<file path="src/design/tce_pkg.sv">
// TCP connection engine package: widths, codes, per-socket record type.
// No dependencies.
`timescale 1ns / 1ps
package tce_pkg;
  localparam int Sockets = 4;
  localparam int SockW = 2;
  localparam int SendBytes = 1024;
  localparam int RecvBytes = 1024;

  localparam logic [7:0] FlFin = 8'h01;
  localparam logic [7:0] FlSyn = 8'h02;
  localparam logic [7:0] FlRst = 8'h04;
  localparam logic [7:0] FlPsh = 8'h08;
  localparam logic [7:0] FlAck = 8'h10;

  localparam logic [2:0] StClose = 3'd0;
  localparam logic [2:0] StListen = 3'd1;
  localparam logic [2:0] StSynSent = 3'd2;
  localparam logic [2:0] StSynRecv = 3'd3;
  localparam logic [2:0] StEstab = 3'd4;
  localparam logic [2:0] StCloseWait = 3'd5;
  localparam logic [2:0] StLastAck = 3'd6;

  localparam logic [2:0] KSeg = 3'd0;
  localparam logic [2:0] KOpen = 3'd1;
  localparam logic [2:0] KListen = 3'd2;
  localparam logic [2:0] KClose = 3'd3;
  localparam logic [2:0] KWrite = 3'd4;
  localparam logic [2:0] KRead = 3'd5;
  localparam logic [2:0] KPoll = 3'd6;
  localparam logic [2:0] KIgnored = 3'd7;

  localparam logic [1:0] CfgLocalIp = 2'd0;
  localparam logic [1:0] CfgRecvWin = 2'd1;
  localparam logic [1:0] CfgPush = 2'd2;

  typedef struct packed {
    logic [2:0]  kind;
    logic [1:0]  socket_index;
    logic [31:0] src_ip;
    logic [15:0] src_port;
    logic [15:0] dst_port;
    logic [31:0] seq_num;
    logic [31:0] ack_num;
    logic [7:0]  tcp_flags;
    logic [10:0] payload_len;
    logic [31:0] initial_seq;
  } item_t;

  typedef struct packed {
    logic [31:0] out_dest_ip;
    logic [15:0] out_sport;
    logic [15:0] out_dport;
    logic [31:0] out_seq;
    logic [31:0] out_ack;
    logic [7:0]  out_flags;
    logic [15:0] out_window;
    logic [9:0]  send_offset;
    logic [10:0] send_len;
    logic [10:0] delivered_len;
    logic [2:0]  out_socket;
    logic [2:0]  socket_state;
  } result_t;

  typedef struct packed {
    logic        used;
    logic [2:0]  st;
    logic [15:0] own_port;
    logic [31:0] peer_ip;
    logic [15:0] peer_port;
    logic [31:0] recv_next;
    logic [31:0] snd_una;
    logic [31:0] syn_seq;
    logic [9:0]  snd_start;
    logic [10:0] snd_queued;
    logic        unsent;
    logic [10:0] recv_used;
  } sock_t;
endpackage

</file>
<file path="src/design/tce_if.sv">
// Valid/ready channel interfaces for items and results.
// Depends on tce_pkg.
`timescale 1ns / 1ps
interface tce_item_if;
  logic valid;
  logic ready;
  tce_pkg::item_t data;
  modport source(output valid, output data, input ready);
  modport sink(input valid, input data, output ready);
endinterface

interface tce_result_if;
  logic valid;
  logic ready;
  tce_pkg::result_t data;
  modport source(output valid, output data, input ready);
  modport sink(input valid, input data, output ready);
endinterface

</file>
<file path="src/design/tcp_connection_engine_top.sv">
// Top level of the TCP connection engine: socket table, shared 32-bit
// adder/comparator under a sequencer, output register. Depends on tce_pkg, tce_if.
//
// A segment passes the accept step, a scan (S_SCAN) that tests one slot per
// step, the compare steps S_CMP1, S_CMP2 and S_OUT in which the shared 32-bit
// comparator checks the sequence number against recv_next and the window end (the
// ack against snd_una in SYN_SENT), and the update step S_EXEC that rewrites the
// slot and loads the result register. Commands skip scan and compare and go
// straight from accept to update; kind seven is dropped at accept. The update
// step waits while an earlier result is still held, and the input stays not
// ready meanwhile.
`timescale 1ns / 1ps
module tcp_connection_engine_top (
  input  logic        clk_i,
  input  logic        rst_ni,
  tce_item_if.sink    in_if,
  tce_result_if.source out_if,
  input  logic        cfg_we_i,
  input  logic [1:0]  cfg_idx_i,
  input  logic [31:0] cfg_data_i
);
  typedef enum logic [2:0] {S_IDLE, S_SCAN, S_CMP1, S_CMP2, S_EXEC, S_OUT} state_e;

  state_e st_q;
  tce_pkg::item_t it_q;
  tce_pkg::sock_t tab_q [tce_pkg::Sockets];
  tce_pkg::sock_t sk;
  logic [1:0] sc_q;
  logic found_q;
  logic [1:0] hit_q;
  logic [31:0] a_q, b_q;
  logic lt_q, gt_q;
  logic [31:0] lo_ip_q;
  logic [15:0] win_q;
  logic push_q;
  logic [32:0] cmp_diff;
  logic match;

  // shared compare unit: a - b
  assign cmp_diff = {1'b0, a_q} - {1'b0, b_q};
  assign sk = tab_q[hit_q];
  assign match = tab_q[sc_q].used && tab_q[sc_q].own_port == it_q.dst_port &&
                 (tab_q[sc_q].peer_ip == '0 || (tab_q[sc_q].peer_ip == it_q.src_ip &&
                  tab_q[sc_q].peer_port == it_q.src_port));

  assign in_if.ready = (st_q == S_IDLE);

  always_ff @(posedge clk_i or negedge rst_ni) begin
    if (!rst_ni) begin
      lo_ip_q <= '0;
      win_q   <= 16'd1024;
      push_q  <= 1'b0;
    end else if (cfg_we_i) begin
      unique case (cfg_idx_i)
        tce_pkg::CfgLocalIp: lo_ip_q <= cfg_data_i;
        tce_pkg::CfgRecvWin: win_q <= cfg_data_i[15:0];
        tce_pkg::CfgPush: push_q <= cfg_data_i[0];
        default: ;
      endcase
    end
  end

  function automatic tce_pkg::result_t fill(tce_pkg::sock_t s, logic [1:0] i,
                                            logic [7:0] fl);
    tce_pkg::result_t r;
    r = '0;
    r.out_dest_ip = s.peer_ip;
    r.out_sport = s.own_port;
    r.out_dport = s.peer_port;
    r.out_seq = s.snd_una + ((s.syn_seq == s.snd_una) ? 32'd1 : 32'd0);
    r.out_ack = s.recv_next;
    r.out_flags = fl;
    r.out_window = 16'(tce_pkg::RecvBytes) - {5'd0, s.recv_used};
    r.out_socket = {1'b0, i};
    r.socket_state = s.st;
    return r;
  endfunction

  // next slot content and result for the exec step
  tce_pkg::sock_t ns;
  tce_pkg::result_t res;
  logic emit;
  always_comb begin
    logic [7:0] fl;
    logic f_fin, f_syn, f_rst, f_ack;
    logic [31:0] seglen, d;
    logic [10:0] c, room, take, n, fr;
    logic [10:0] stsum;
    ns = sk;
    res = '0;
    emit = 1'b0;
    fl = it_q.tcp_flags;
    f_fin = (fl & tce_pkg::FlFin) != 8'h00;
    f_syn = (fl & tce_pkg::FlSyn) != 8'h00;
    f_rst = (fl & tce_pkg::FlRst) != 8'h00;
    f_ack = (fl & tce_pkg::FlAck) != 8'h00;
    seglen = {21'd0, it_q.payload_len} + ((f_syn || f_fin) ? 32'd1 : 32'd0);
    n = it_q.payload_len;
    d = 32'd0; c = '0; room = '0; take = '0; fr = '0; stsum = '0;
    if (it_q.kind == tce_pkg::KSeg) begin
      if (!found_q) begin
        if (!f_rst) begin
          emit = 1'b1;
          res.out_dest_ip = it_q.src_ip;
          res.out_sport = it_q.dst_port;
          res.out_dport = it_q.src_port;
          res.out_ack = it_q.seq_num + 32'd1;
          res.out_flags = tce_pkg::FlRst | tce_pkg::FlAck;
          res.out_socket = 3'd4;
        end
      end else if (sk.st == tce_pkg::StListen) begin
        if (!f_rst && f_ack) begin
          emit = 1'b1;
          res = fill(sk, hit_q, tce_pkg::FlRst);
          res.out_dest_ip = it_q.src_ip;
          res.out_dport = it_q.src_port;
          res.out_seq = it_q.ack_num;
        end else if (!f_rst && f_syn) begin
          ns.recv_next = it_q.seq_num + 32'd1;
          ns.snd_una = it_q.initial_seq;
          ns.syn_seq = it_q.initial_seq;
          ns.peer_ip = it_q.src_ip;
          ns.peer_port = it_q.src_port;
          ns.st = tce_pkg::StSynRecv;
          emit = 1'b1;
          res = fill(ns, hit_q, tce_pkg::FlSyn | tce_pkg::FlAck);
          res.out_seq = it_q.initial_seq;
        end
      end else if (sk.st == tce_pkg::StSynSent) begin
        // lt_q here: ack < snd_una
        if (f_ack && !lt_q) begin
          if (!f_rst) begin
            emit = 1'b1;
            res = fill(sk, hit_q, tce_pkg::FlRst);
            res.out_seq = it_q.ack_num;
          end
        end else if (f_rst) ns.st = tce_pkg::StClose;
      end else if ((lt_q || gt_q) && !f_rst) begin
        emit = 1'b1;
        res = fill(sk, hit_q, tce_pkg::FlAck);
      end else if (f_rst) begin
        if (sk.st == tce_pkg::StSynRecv) begin
          ns.peer_ip = '0; ns.peer_port = '0; ns.st = tce_pkg::StListen;
        end else ns.st = tce_pkg::StClose;
      end else if (f_syn) begin
        emit = 1'b1;
        res = fill(sk, hit_q, tce_pkg::FlRst);
        res.out_seq = it_q.ack_num;
      end else if (f_ack) begin
        if (sk.st == tce_pkg::StLastAck) begin
          ns.st = tce_pkg::StClose;
        end else begin
          if (sk.st == tce_pkg::StSynRecv) begin
            ns.st = tce_pkg::StEstab;
            ns.snd_una = sk.snd_una + 32'd1;
          end else if (sk.st == tce_pkg::StEstab) begin
            d = it_q.ack_num - sk.snd_una;
            if (d <= {21'd0, sk.snd_queued}) begin
              stsum = {1'b0, sk.snd_start} + d[10:0];
              ns.snd_start = stsum[9:0];
              ns.snd_queued = sk.snd_queued - d[10:0];
            end
            ns.snd_una = it_q.ack_num;
          end
          if (f_fin) begin
            ns.recv_next = it_q.seq_num + seglen;
            if (ns.st == tce_pkg::StSynRecv || ns.st == tce_pkg::StEstab)
              ns.st = tce_pkg::StCloseWait;
            emit = 1'b1;
            res = fill(ns, hit_q, tce_pkg::FlAck);
          end else begin
            room = 11'(tce_pkg::SendBytes) - {1'b0, ns.snd_start};
            c = (ns.snd_queued < room) ? ns.snd_queued : room;
            if (!(seglen == 0 && c == 0)) begin
              ns.recv_next = it_q.seq_num + seglen;
              ns.unsent = 1'b0;
              fr = 11'(tce_pkg::RecvBytes) - ns.recv_used;
              take = (it_q.payload_len < fr) ? it_q.payload_len : fr;
              ns.recv_used = ns.recv_used + take;
              emit = 1'b1;
              res = fill(ns, hit_q, tce_pkg::FlAck |
                         ((c != 0 && push_q) ? tce_pkg::FlPsh : 8'h00));
              res.send_offset = (c != 0) ? ns.snd_start : 10'd0;
              res.send_len = c;
              res.delivered_len = take;
            end
          end
        end
      end
    end else if (it_q.kind == tce_pkg::KOpen) begin
      ns = '0;
      ns.used = 1'b1;
      ns.own_port = it_q.dst_port;
    end else if (sk.used) begin
      case (it_q.kind)
        tce_pkg::KListen: begin
          ns.peer_ip = '0; ns.peer_port = '0; ns.st = tce_pkg::StListen;
        end
        tce_pkg::KClose: begin
          stsum = {1'b0, sk.snd_start} + sk.snd_queued;
          ns.snd_start = stsum[9:0];
          ns.snd_queued = '0;
          ns.unsent = 1'b0;
          if (sk.st == tce_pkg::StCloseWait) begin
            ns.st = tce_pkg::StLastAck;
            emit = 1'b1;
            res = fill(ns, hit_q, tce_pkg::FlFin | tce_pkg::FlAck);
          end
        end
        tce_pkg::KWrite: begin
          room = 11'(tce_pkg::SendBytes) - sk.snd_queued;
          if (n > room) n = room;
          ns.snd_queued = sk.snd_queued + n;
          if (n != 0) ns.unsent = 1'b1;
        end
        tce_pkg::KRead: begin
          ns.recv_used = sk.recv_used - ((n < sk.recv_used) ? n : sk.recv_used);
        end
        tce_pkg::KPoll: begin
          if (sk.unsent) begin
            ns.unsent = 1'b0;
            room = 11'(tce_pkg::SendBytes) - {1'b0, sk.snd_start};
            c = (sk.snd_queued < room) ? sk.snd_queued : room;
            if ((sk.st == tce_pkg::StEstab || sk.st == tce_pkg::StCloseWait) && c != 0) begin
              emit = 1'b1;
              res = fill(ns, hit_q, tce_pkg::FlAck | (push_q ? tce_pkg::FlPsh : 8'h00));
              res.send_offset = sk.snd_start;
              res.send_len = c;
            end
          end
        end
        default: ;
      endcase
    end
  end

  always_ff @(posedge clk_i or negedge rst_ni) begin
    if (!rst_ni) begin
      st_q <= S_IDLE;
      out_if.valid <= 1'b0;
      out_if.data <= '0;
      it_q <= '0;
      sc_q <= '0; found_q <= 1'b0; hit_q <= '0;
      a_q <= '0; b_q <= '0; lt_q <= 1'b0; gt_q <= 1'b0;
      for (int i = 0; i < tce_pkg::Sockets; i++) tab_q[i] <= '0;
    end else begin
      if (st_q == S_EXEC && (!out_if.valid || out_if.ready) && emit) begin
        out_if.valid <= 1'b1;
      end else if (out_if.ready) begin
        out_if.valid <= 1'b0;
      end
      unique case (st_q)
        S_IDLE: if (in_if.valid) begin
          it_q <= in_if.data;
          sc_q <= '0; found_q <= 1'b0;
          hit_q <= in_if.data.socket_index;
          st_q <= (in_if.data.kind == tce_pkg::KSeg) ? S_SCAN :
                  (in_if.data.kind == tce_pkg::KIgnored) ? S_IDLE : S_EXEC;
        end
        S_SCAN: begin
          if (match && !found_q) begin
            found_q <= 1'b1; hit_q <= sc_q;
          end
          sc_q <= sc_q + 2'd1;
          if (sc_q == 2'(tce_pkg::Sockets - 1)) st_q <= S_CMP1;
        end
        S_CMP1: begin
          // SYN_SENT wants ack < snd_una, others seq < recv_next
          if (sk.st == tce_pkg::StSynSent) begin
            a_q <= it_q.ack_num; b_q <= sk.snd_una;
          end else begin
            a_q <= it_q.seq_num; b_q <= sk.recv_next;
          end
          st_q <= S_CMP2;
        end
        S_CMP2: begin
          lt_q <= cmp_diff[32];
          a_q <= sk.recv_next + {16'd0, win_q};
          b_q <= it_q.seq_num;
          st_q <= S_OUT;
        end
        S_OUT: begin
          gt_q <= cmp_diff[32];
          st_q <= S_EXEC;
        end
        S_EXEC: if (!out_if.valid || out_if.ready) begin
          if (it_q.kind != tce_pkg::KSeg || found_q) tab_q[hit_q] <= ns;
          if (emit) out_if.data <= res;
          st_q <= S_IDLE;
        end
        default: st_q <= S_IDLE;
      endcase
    end
  end

  a_rdy: assert property (@(posedge clk_i) disable iff (!rst_ni)
    in_if.ready |-> st_q == S_IDLE) else $error("ready outside idle");
  a_hold: assert property (@(posedge clk_i) disable iff (!rst_ni)
    (out_if.valid && !out_if.ready) |=> out_if.valid) else $error("result dropped");
  a_nosock: assert property (@(posedge clk_i) disable iff (!rst_ni)
    (out_if.valid && out_if.data.out_socket == 3'd4) |->
    out_if.data.out_flags == (tce_pkg::FlRst | tce_pkg::FlAck)) else $error("bad nomatch");
endmodule
</file>
<file path="src/flat_wrapper.sv">
// flat-port wrapper written by rule: the top's interface ports become plain ports
module tcp_connection_engine_top_flat 
  (clk_i, rst_ni, cfg_we_i, cfg_idx_i, cfg_data_i, in_if_valid, in_if_data, in_if_ready, out_if_valid, out_if_data, out_if_ready);
  tce_item_if in_if_i ();
  tce_result_if out_if_i ();
  input  logic clk_i;
  input  logic rst_ni;
  input  logic cfg_we_i;
  input  logic [1:0] cfg_idx_i;
  input  logic [31:0] cfg_data_i;
  input wire logic [$bits(in_if_i.valid)-1:0] in_if_valid;
  input wire logic [$bits(in_if_i.data)-1:0] in_if_data;
  output wire logic [$bits(in_if_i.ready)-1:0] in_if_ready;
  output wire logic [$bits(out_if_i.valid)-1:0] out_if_valid;
  output wire logic [$bits(out_if_i.data)-1:0] out_if_data;
  input wire logic [$bits(out_if_i.ready)-1:0] out_if_ready;
  assign in_if_i.valid = in_if_valid;
  assign in_if_i.data = in_if_data;
  assign in_if_ready = in_if_i.ready;
  assign out_if_valid = out_if_i.valid;
  assign out_if_data = out_if_i.data;
  assign out_if_i.ready = out_if_ready;
  tcp_connection_engine_top u_core (.clk_i(clk_i), .rst_ni(rst_ni), .in_if(in_if_i), .out_if(out_if_i), .cfg_we_i(cfg_we_i), .cfg_idx_i(cfg_idx_i), .cfg_data_i(cfg_data_i));
endmodule
</file>
<file path="config.mk">
export PLATFORM = sky130hd
export DESIGN_NAME = tcp_connection_engine_top_flat
export DESIGN_NICKNAME = d
export VERILOG_FILES = /design/src/design/tce_pkg.sv /design/src/design/tce_if.sv /design/src/design/tcp_connection_engine_top.sv /design/src/flat_wrapper.sv
export SDC_FILE = /design/constraint.sdc
export NUM_CORES = 2
export LEC_CHECK = 0
export ABC_AREA = 1
export ABC_CLOCK_PERIOD_IN_PS = 20500
export BUFFER_PORTS_ARGS = -buffer_cell sky130_fd_sc_hd__buf_2
export CAP_MARGIN = 15
export CELL_PAD_IN_SITES_DETAIL_PLACEMENT = 1
export CELL_PAD_IN_SITES_GLOBAL_PLACEMENT = 2
export CORE_ASPECT_RATIO = 0.6
export CORE_MARGIN = 1
export CORE_UTILIZATION = 39
export DETAILED_ROUTE_END_ITERATION = 10
export GPL_ROUTABILITY_DRIVEN = 0
export PLACE_DENSITY = 0.85
export SYNTH_ARGS = -nofsm -noshare
export SYNTH_HDL_FRONTEND = slang
export SYNTH_SLANG_ARGS = --single-unit
</file>
<file path="constraint.sdc">
create_clock -name clk_i -period 20.5 [get_ports clk_i]
set_clock_uncertainty 0.15 [all_clocks]
set_input_delay 2.05 -clock clk_i [delete_from_list [all_inputs] [get_ports clk_i]]
set_output_delay 2.05 -clock clk_i [all_outputs]
set_load 0.1 [all_outputs]
</file>
# After elaboration in Yosys (flattened, before gate mapping)
# Index checks and enable logic that the tools add are counted.
[op_classes] eq_ne=32 n_lt_le_gt_ge=9 bitwise_logic=2 n_mux=187 reduce_logical=47 addsub=22
[ops] op="190-bit two-way mux" n=19
[ops] op="197-bit two-way mux" n=5
[ops] op="197-bit binary-select mux with 2-bit select" n=2
[ops] op="788-bit bitwise mux" n=1
[ops] op="32-bit two-way mux" n=17
[ops] op="197-bit demux with 2-bit select" n=1
[ops] op="64-bit two-way mux" n=6
[ops] op="190-bit one-hot mux with 2 select lines" n=1
[ops] op="177-bit two-way mux" n=2
[ops] op="112-bit two-way mux" n=3
[ops] op="33-bit two-way mux" n=9
[ops] op="144-bit two-way mux" n=2
[ops] op="48-bit two-way mux" n=6
[ops] op="21-bit two-way mux" n=12
[ops] op="32-bit one-hot mux with 2 select lines" n=2
[ops] op="11-bit two-way mux" n=10
[ops] op="3-bit two-way mux" n=36
[ops] op="32-bit adder" n=3
[ops] op="32-bit == test" n=3
[ops] op="96-bit two-way mux" n=1
[ops] op="40-bit two-way mux" n=2
[ops] op="32-bit by 1-bit adder with 32-bit output (second input constant)" n=2
[ops] op="32-bit zero test" n=2
[ops] op="11-bit < comparator" n=4
[ops] op="other kinds (46)" n=148
[word_totals] ff_bits=1249 output_inout_bits=192 wordCells=379 in_bits=223

# Depth between registers and ports, before layout
[logic_depth] ltp_word=36 mapped_depth=64

# Worst setup path before layout
# Ideal clock, no wire load.
[synth_path] path_type="register -> register" from="register u_core.hit_q[0]" to="register u_core.out_if.data[67] (netlist name)" required_time_ns=20.282 path_stages_with_launch=59 path_buffers=8 slack_ns=12.241 arrival_ns=8.042 path_cell_list="dfrtp_1 > nor2_2 > buf_4 > inv_2 > buf_4 > o22ai_1 > a21oi_1 > o21ai_1 > inv_1 > ha_1 > nand2_1 > nand2_1 > inv_1 > nand2_1 > xnor2_1 > inv_1 > ha_1 > clkbuf_1 > (+23 left out) > nand2_1 > nand2_1 > nor2_1 > nand2_1 > nor2_1 > nand4_2 > nand2_2 > nand3_2 > nand3_2 > nand2_1 > nand2_1 > nand2_1 > nand2_2 > buf_6 > buf_8 > buf_6 > nand2_1 > nand2_1"
[synth_between] elab_chain_cells=35
[synth_lines] item="start, declared" line="tcp_connection_engine_top.sv:30" source="logic [1:0] hit_q;"
[synth_lines] item="start signal, assigned" line="tcp_connection_engine_top.sv:256" source="hit_q <= in_if.data.socket_index;"
[synth_lines] item="2-bit NOT with 3-bit output (not written as such) (*)" line="tcp_connection_engine_top.sv:41" source="assign sk = tab_q[hit_q];"
[synth_lines] item="197-bit binary-select mux with 2-bit select (*)" line="tcp_connection_engine_top.sv:41"
[synth_lines] item="197-bit two-way mux (not written as such) (*) (2 in series)" line="tcp_connection_engine_top.sv:41"
[synth_lines] item="32-bit subtractor" line="tcp_connection_engine_top.sv:157" source="d = it_q.ack_num - sk.snd_una;"
[synth_lines] item="32-bit by 11-bit <= comparator with 1-bit output / 10-bit adder (equally long branches)" line="tcp_connection_engine_top.sv:158, tcp_connection_engine_top.sv:159"
[synth_lines] item="21-bit two-way mux" line="tcp_connection_engine_top.sv:158" source="if (d <= {21'd0, sk.snd_queued}) begin"
[synth_lines] item="21-bit two-way mux" line="tcp_connection_engine_top.sv:156" source="end else if (sk.st == tce_pkg::StEstab) begin"
[synth_lines] item="21-bit two-way mux" line="tcp_connection_engine_top.sv:153" source="if (sk.st == tce_pkg::StSynRecv) begin"
[synth_lines] item="(+18 left out)"
[synth_lines] item="1-bit two-way mux" line="tcp_connection_engine_top.sv:145" source="end else if (f_syn) begin"
[synth_lines] item="1-bit two-way mux" line="tcp_connection_engine_top.sv:141" source="end else if (f_rst) begin"
[synth_lines] item="1-bit two-way mux" line="tcp_connection_engine_top.sv:138" source="end else if ((lt_q || gt_q) && !f_rst) begin"
[synth_lines] item="1-bit two-way mux" line="tcp_connection_engine_top.sv:129" source="end else if (sk.st == tce_pkg::StSynSent) begin"
[synth_lines] item="1-bit two-way mux" line="tcp_connection_engine_top.sv:111" source="end else if (sk.st == tce_pkg::StListen) begin"
[synth_lines] item="1-bit two-way mux" line="tcp_connection_engine_top.sv:101" source="if (!found_q) begin"
[synth_lines] item="1-bit two-way mux" line="tcp_connection_engine_top.sv:100" source="if (it_q.kind == tce_pkg::KSeg) begin"
[synth_lines] item="3-bit AND reduction (no line)"
# Mark *: on every way between the ends. The rest lies on a longest branch, timed or not. The select of a mux whose other input is x is not followed.
# A chain may end at the register's enable or synchronous reset.

# Worst setup path in the final report
[layout_path] from="register u_core.hit_q[1]" to="register u_core.out_if.data[35] (netlist name)"
[layout_between] elab_chain_cells=35
[layout_lines] item="2-bit NOT with 3-bit output (not written as such) (*)" line="tcp_connection_engine_top.sv:41"
[layout_lines] item="197-bit binary-select mux with 2-bit select (*)" line="tcp_connection_engine_top.sv:41"
[layout_lines] item="197-bit two-way mux (not written as such) (*) (2 in series)" line="tcp_connection_engine_top.sv:41"
[layout_lines] item="32-bit subtractor" line="tcp_connection_engine_top.sv:157"
[layout_lines] item="32-bit by 11-bit <= comparator with 1-bit output / 10-bit adder (equally long branches)" line="tcp_connection_engine_top.sv:158, tcp_connection_engine_top.sv:159"
[layout_lines] item="21-bit two-way mux" line="tcp_connection_engine_top.sv:158"
[layout_lines] item="21-bit two-way mux" line="tcp_connection_engine_top.sv:156"
[layout_lines] item="21-bit two-way mux" line="tcp_connection_engine_top.sv:153"
[layout_lines] item="(+18 left out)"
[layout_lines] item="1-bit two-way mux" line="tcp_connection_engine_top.sv:145"
[layout_lines] item="1-bit two-way mux" line="tcp_connection_engine_top.sv:141"
[layout_lines] item="1-bit two-way mux" line="tcp_connection_engine_top.sv:138"
[layout_lines] item="1-bit two-way mux" line="tcp_connection_engine_top.sv:129"
[layout_lines] item="1-bit two-way mux" line="tcp_connection_engine_top.sv:111"
[layout_lines] item="1-bit two-way mux" line="tcp_connection_engine_top.sv:101"
[layout_lines] item="1-bit two-way mux" line="tcp_connection_engine_top.sv:100"
[layout_lines] item="3-bit AND reduction (no line)"
# Marked as above.

==> impl_metrics.py <==
metrics = {
    "clocking": {
        "cts_tree": "done",
        "clk_path_buf_depth": 4,
        "cts_resized": 0,
        "root_buffer": "clkbuf_16",
        "post_cts_buffers": 0,
        "clock_latency_ns": 0.86,
        "clk_pin_slew_ns": 0.07,
        "numCtsBuffers": 143,
        "cts_sinks": 1241,
        "cts-hold-fix-buffers": 0,
        "ctsHtreeMaxLevel": 4,
    },
    "worst_hold_path": {
        "hold_depth": 2,
        "hold-path-endpoint": "u_core.out_if.data[45]$_DFFE_PN0P_",
        "min_path_type": "register to register",
        "holdCritStartpoint": "u_core.out_if.data[45]$_DFFE_PN0P_",
    },
    "layout": {
        "mostFrequentLayoutCells": "nand2_1, o21ai_0, dfrtp_1",
        "drive_above_1_share": 0.08249,
        "final_common_cell": "nand2_1",
        "final_nets": 11970,
        "area_growth_pct": 11.34,
    },
    "setup_path": {
        "critPathSlowestCell": "o21a_1",
        "rr_worst_depth": 53,
        "cp_common_cell": "nand2_1",
        "r2r_start": "u_core.hit_q[1]$_DFFE_PN0P_",
        "endpoint_kind": "register",
        "crit_type": "register to register",
        "ff2ff_setup_slack_ns": 6.06,
        "r2r_end": "u_core.out_if.data[35]$_DFFE_PN0P_",
        "crit_path_max_fanout": 145,
        "crit_arrival_ns": 15.05,
        "required_ns": 21.11,
        "slowest_delay_ns": 0.85,
        "cp-start-kind": "register",
    },
    "route": {
        "drc": 0,
        "via_count": 88197,
        "wl_per_cell_um": 28.55,
        "dr.pass1.iters": 6,
        "routed_wl_mm": 410.1,
        "drt-initial-drc-count": 11227,
        "vias_per_cell": 6.141,
        "final_antenna_net_count": 0,
    },
    "timing": {
        "max_freq_mhz": 69.27,
        "setup_tns_ns": 0,
        "fin_crit_ns": 14.44,
        "fin_hold_ws_ns": 0.3280,
        "hold_violations": 0,
        "setup_viol": 0,
        "period_share": 0.7043,
        "tightest_slew_ns": 1.358,
        "report.final.slew_viol_count": 0,
        "grt_setup_unrepaired": "false",
        "max_slew_margin": 0.08514,
    },
    "yosys": {
        "synth_flop_cell": "dfrtp_1",
        "syn_area_um2": 80650,
        "synthArstFlopShare": 1.000,
        "synth_seq_area_share": 0.3850,
        "synth_warnings": 0,
        "yosysUniqueCellTypes": 77,
        "synth_seq_cells": 1241,
        "syn_area_per_cell_um2": 7.037,
        "netlist_instances": 11461,
        "synth_edf_count": 0,
    },
    "die": {
        "coreArea_um2": 204200,
        "ios": 415,
        "initial_core_util": 0.3950,
        "std_cell_rows": 128,
        "die_area_um2": 208700,
        "die_h_um": 354.3,
        "fp.dieW_um": 589.1,
    },
    "global_route": {
        "antenna_found_initial": 38,
        "grt_pass1_vias": 86933,
        "grt_max_degree": 178,
        "grtUsageTotal": 0.3825,
        "overflow": 0,
        "grt_pass1_wl_mm": 595.7,
    },
    "placed_design": {
        "place.port_buffers": 391,
        "place_hpwl_mm": 285.2,
    },
    "job": {
        "drv.max_cap_violation_count": 0,
    },
    "run_status": {
        "status": "completed",
    },
}
## cells by family after synthesis
group | Yosys count | share of synthesized area
XOR/XNOR | 280 | 0.03041
AND/OR/NAND/NOR | 4486 | 0.2231
flip-flops | 1241 | 0.3850
AO/OA/AOI/OAI | 3277 | 0.2299
buffers and inverters | 1927 | 0.09229
adder cells (fa/ha/maj) | 235 | 0.03729
multiplexers | 14 | 0.001955
other | 1 | 0.00004649
## per-layer routing
metal	track usage	vias up	routed length (µm)
li1	-	38011	-
met1	0.5496	44391	178300
met2	0.5309	4793	163200
met3	0.1133	972	49650
met4	0.1570	30	18600
met5	0	-	277
## Yosys cell counts (13+ instances only)
cell / number / area share
buf_4: 14 / 0.0013
mux2_2: 14 / 0.0020
o211ai_1: 123 / 0.011
buf_1: 80 / 0.0037
o31ai_1: 21 / 0.0020
inv_2: 17 / 0.00079
xnor2_1: 43 / 0.0047
o21bai_1: 13 / 0.0012
inv_1: 1195 / 0.056
a21oi_1: 815 / 0.051
or2_2: 25 / 0.0019
nor3_1: 81 / 0.0050
clkinv_1: 21 / 0.00098
nand4_1: 71 / 0.0055
xor2_1: 237 / 0.026
buf_2: 66 / 0.0041
o21ai_0: 1540 / 0.096
nor4_1: 30 / 0.0023
nand3_1: 344 / 0.021
clkbuf_1: 525 / 0.024
o221ai_1: 26 / 0.0028
a22oi_1: 133 / 0.012
a22o_1: 17 / 0.0018
ha_1: 226 / 0.035
a221oi_1: 73 / 0.0079
o21a_1: 101 / 0.0094
and2_1: 36 / 0.0028
nor2_1: 576 / 0.027
o21ai_1: 66 / 0.0041
o22ai_1: 234 / 0.018
dfrtp_1: 1240 / 0.38
a32o_1: 30 / 0.0037
nand2_1: 3270 / 0.15
## flip-flops by register name (all words and copies together) (netlist names)
signal,count
u_core.found_q,1
u_core.it_q,178
u_core.win_q,16
u_core.push_q,1
u_core.st_q,3
u_core.out_if.valid,1
u_core.out_if.data,183
u_core.a_q,32
u_core.lt_q,1
u_core.hit_q,2
u_core.sc_q,2
u_core.gt_q,1
u_core.b_q,32
u_core.tab_q,788
## worst max-delay path: cells and delay by family, from the launching register on
kind,cells,cell delay (ns)
AO/OA/AOI/OAI,8,1.96
XOR/XNOR,1,0.68
flip-flops,1,0.63
adder cells (fa/ha/maj),4,1.44
AND/OR/NAND/NOR,32,7.00
buffers and inverters,8,1.91
## stage by stage
step	cell area, µm²	setup slack, ns	instances	util
2_1_floorplan	80660	12.24	11463	-
3_3_place_gp	85170	7.393	14095	0.4171
3_5_place_dp	85170	7.007	14095	0.4171
4_1_cts	89710	6.919	14342	0.4393
5_1_grt	89760	5.771	14346	0.4396
6_report	89800	6.063	14363	0.4398
## worst max path at each step
stage | endpoint | slack [ns] | start
floorplan | u_core.out_if.data[67]$_DFFE_PN0P_ | 12.24 | u_core.hit_q[0]$_DFFE_PN0P_
global placement | u_core.out_if.data[35]$_DFFE_PN0P_ | 7.39 | u_core.hit_q[1]$_DFFE_PN0P_
detailed placement | u_core.out_if.data[35]$_DFFE_PN0P_ | 7.01 | u_core.hit_q[1]$_DFFE_PN0P_
CTS | u_core.out_if.data[1]$_DFFE_PN0P_ | 6.92 | u_core.hit_q[1]$_DFFE_PN0P_
global route | u_core.out_if.data[35]$_DFFE_PN0P_ | 5.77 | u_core.hit_q[1]$_DFFE_PN0P_
finish | u_core.out_if.data[35]$_DFFE_PN0P_ | 6.06 | u_core.hit_q[1]$_DFFE_PN0P_
## area by class of cell
type | count | area [µm²]
fill | 25920 | 114400
multi-input combinational | 8295 | 42370
sequential | 1241 | 31060
inverter | 1233 | 4658
clock buffer | 197 | 4054
timing repair buffer | 598 | 3709
tap | 2730 | 3416
clock inverter | 50 | 485.5
antenna | 19 | 47.55
Power is left out: the tool's default activity adds up to more than one toggle a clock period on the data nets, which glitch-free logic cannot reach.
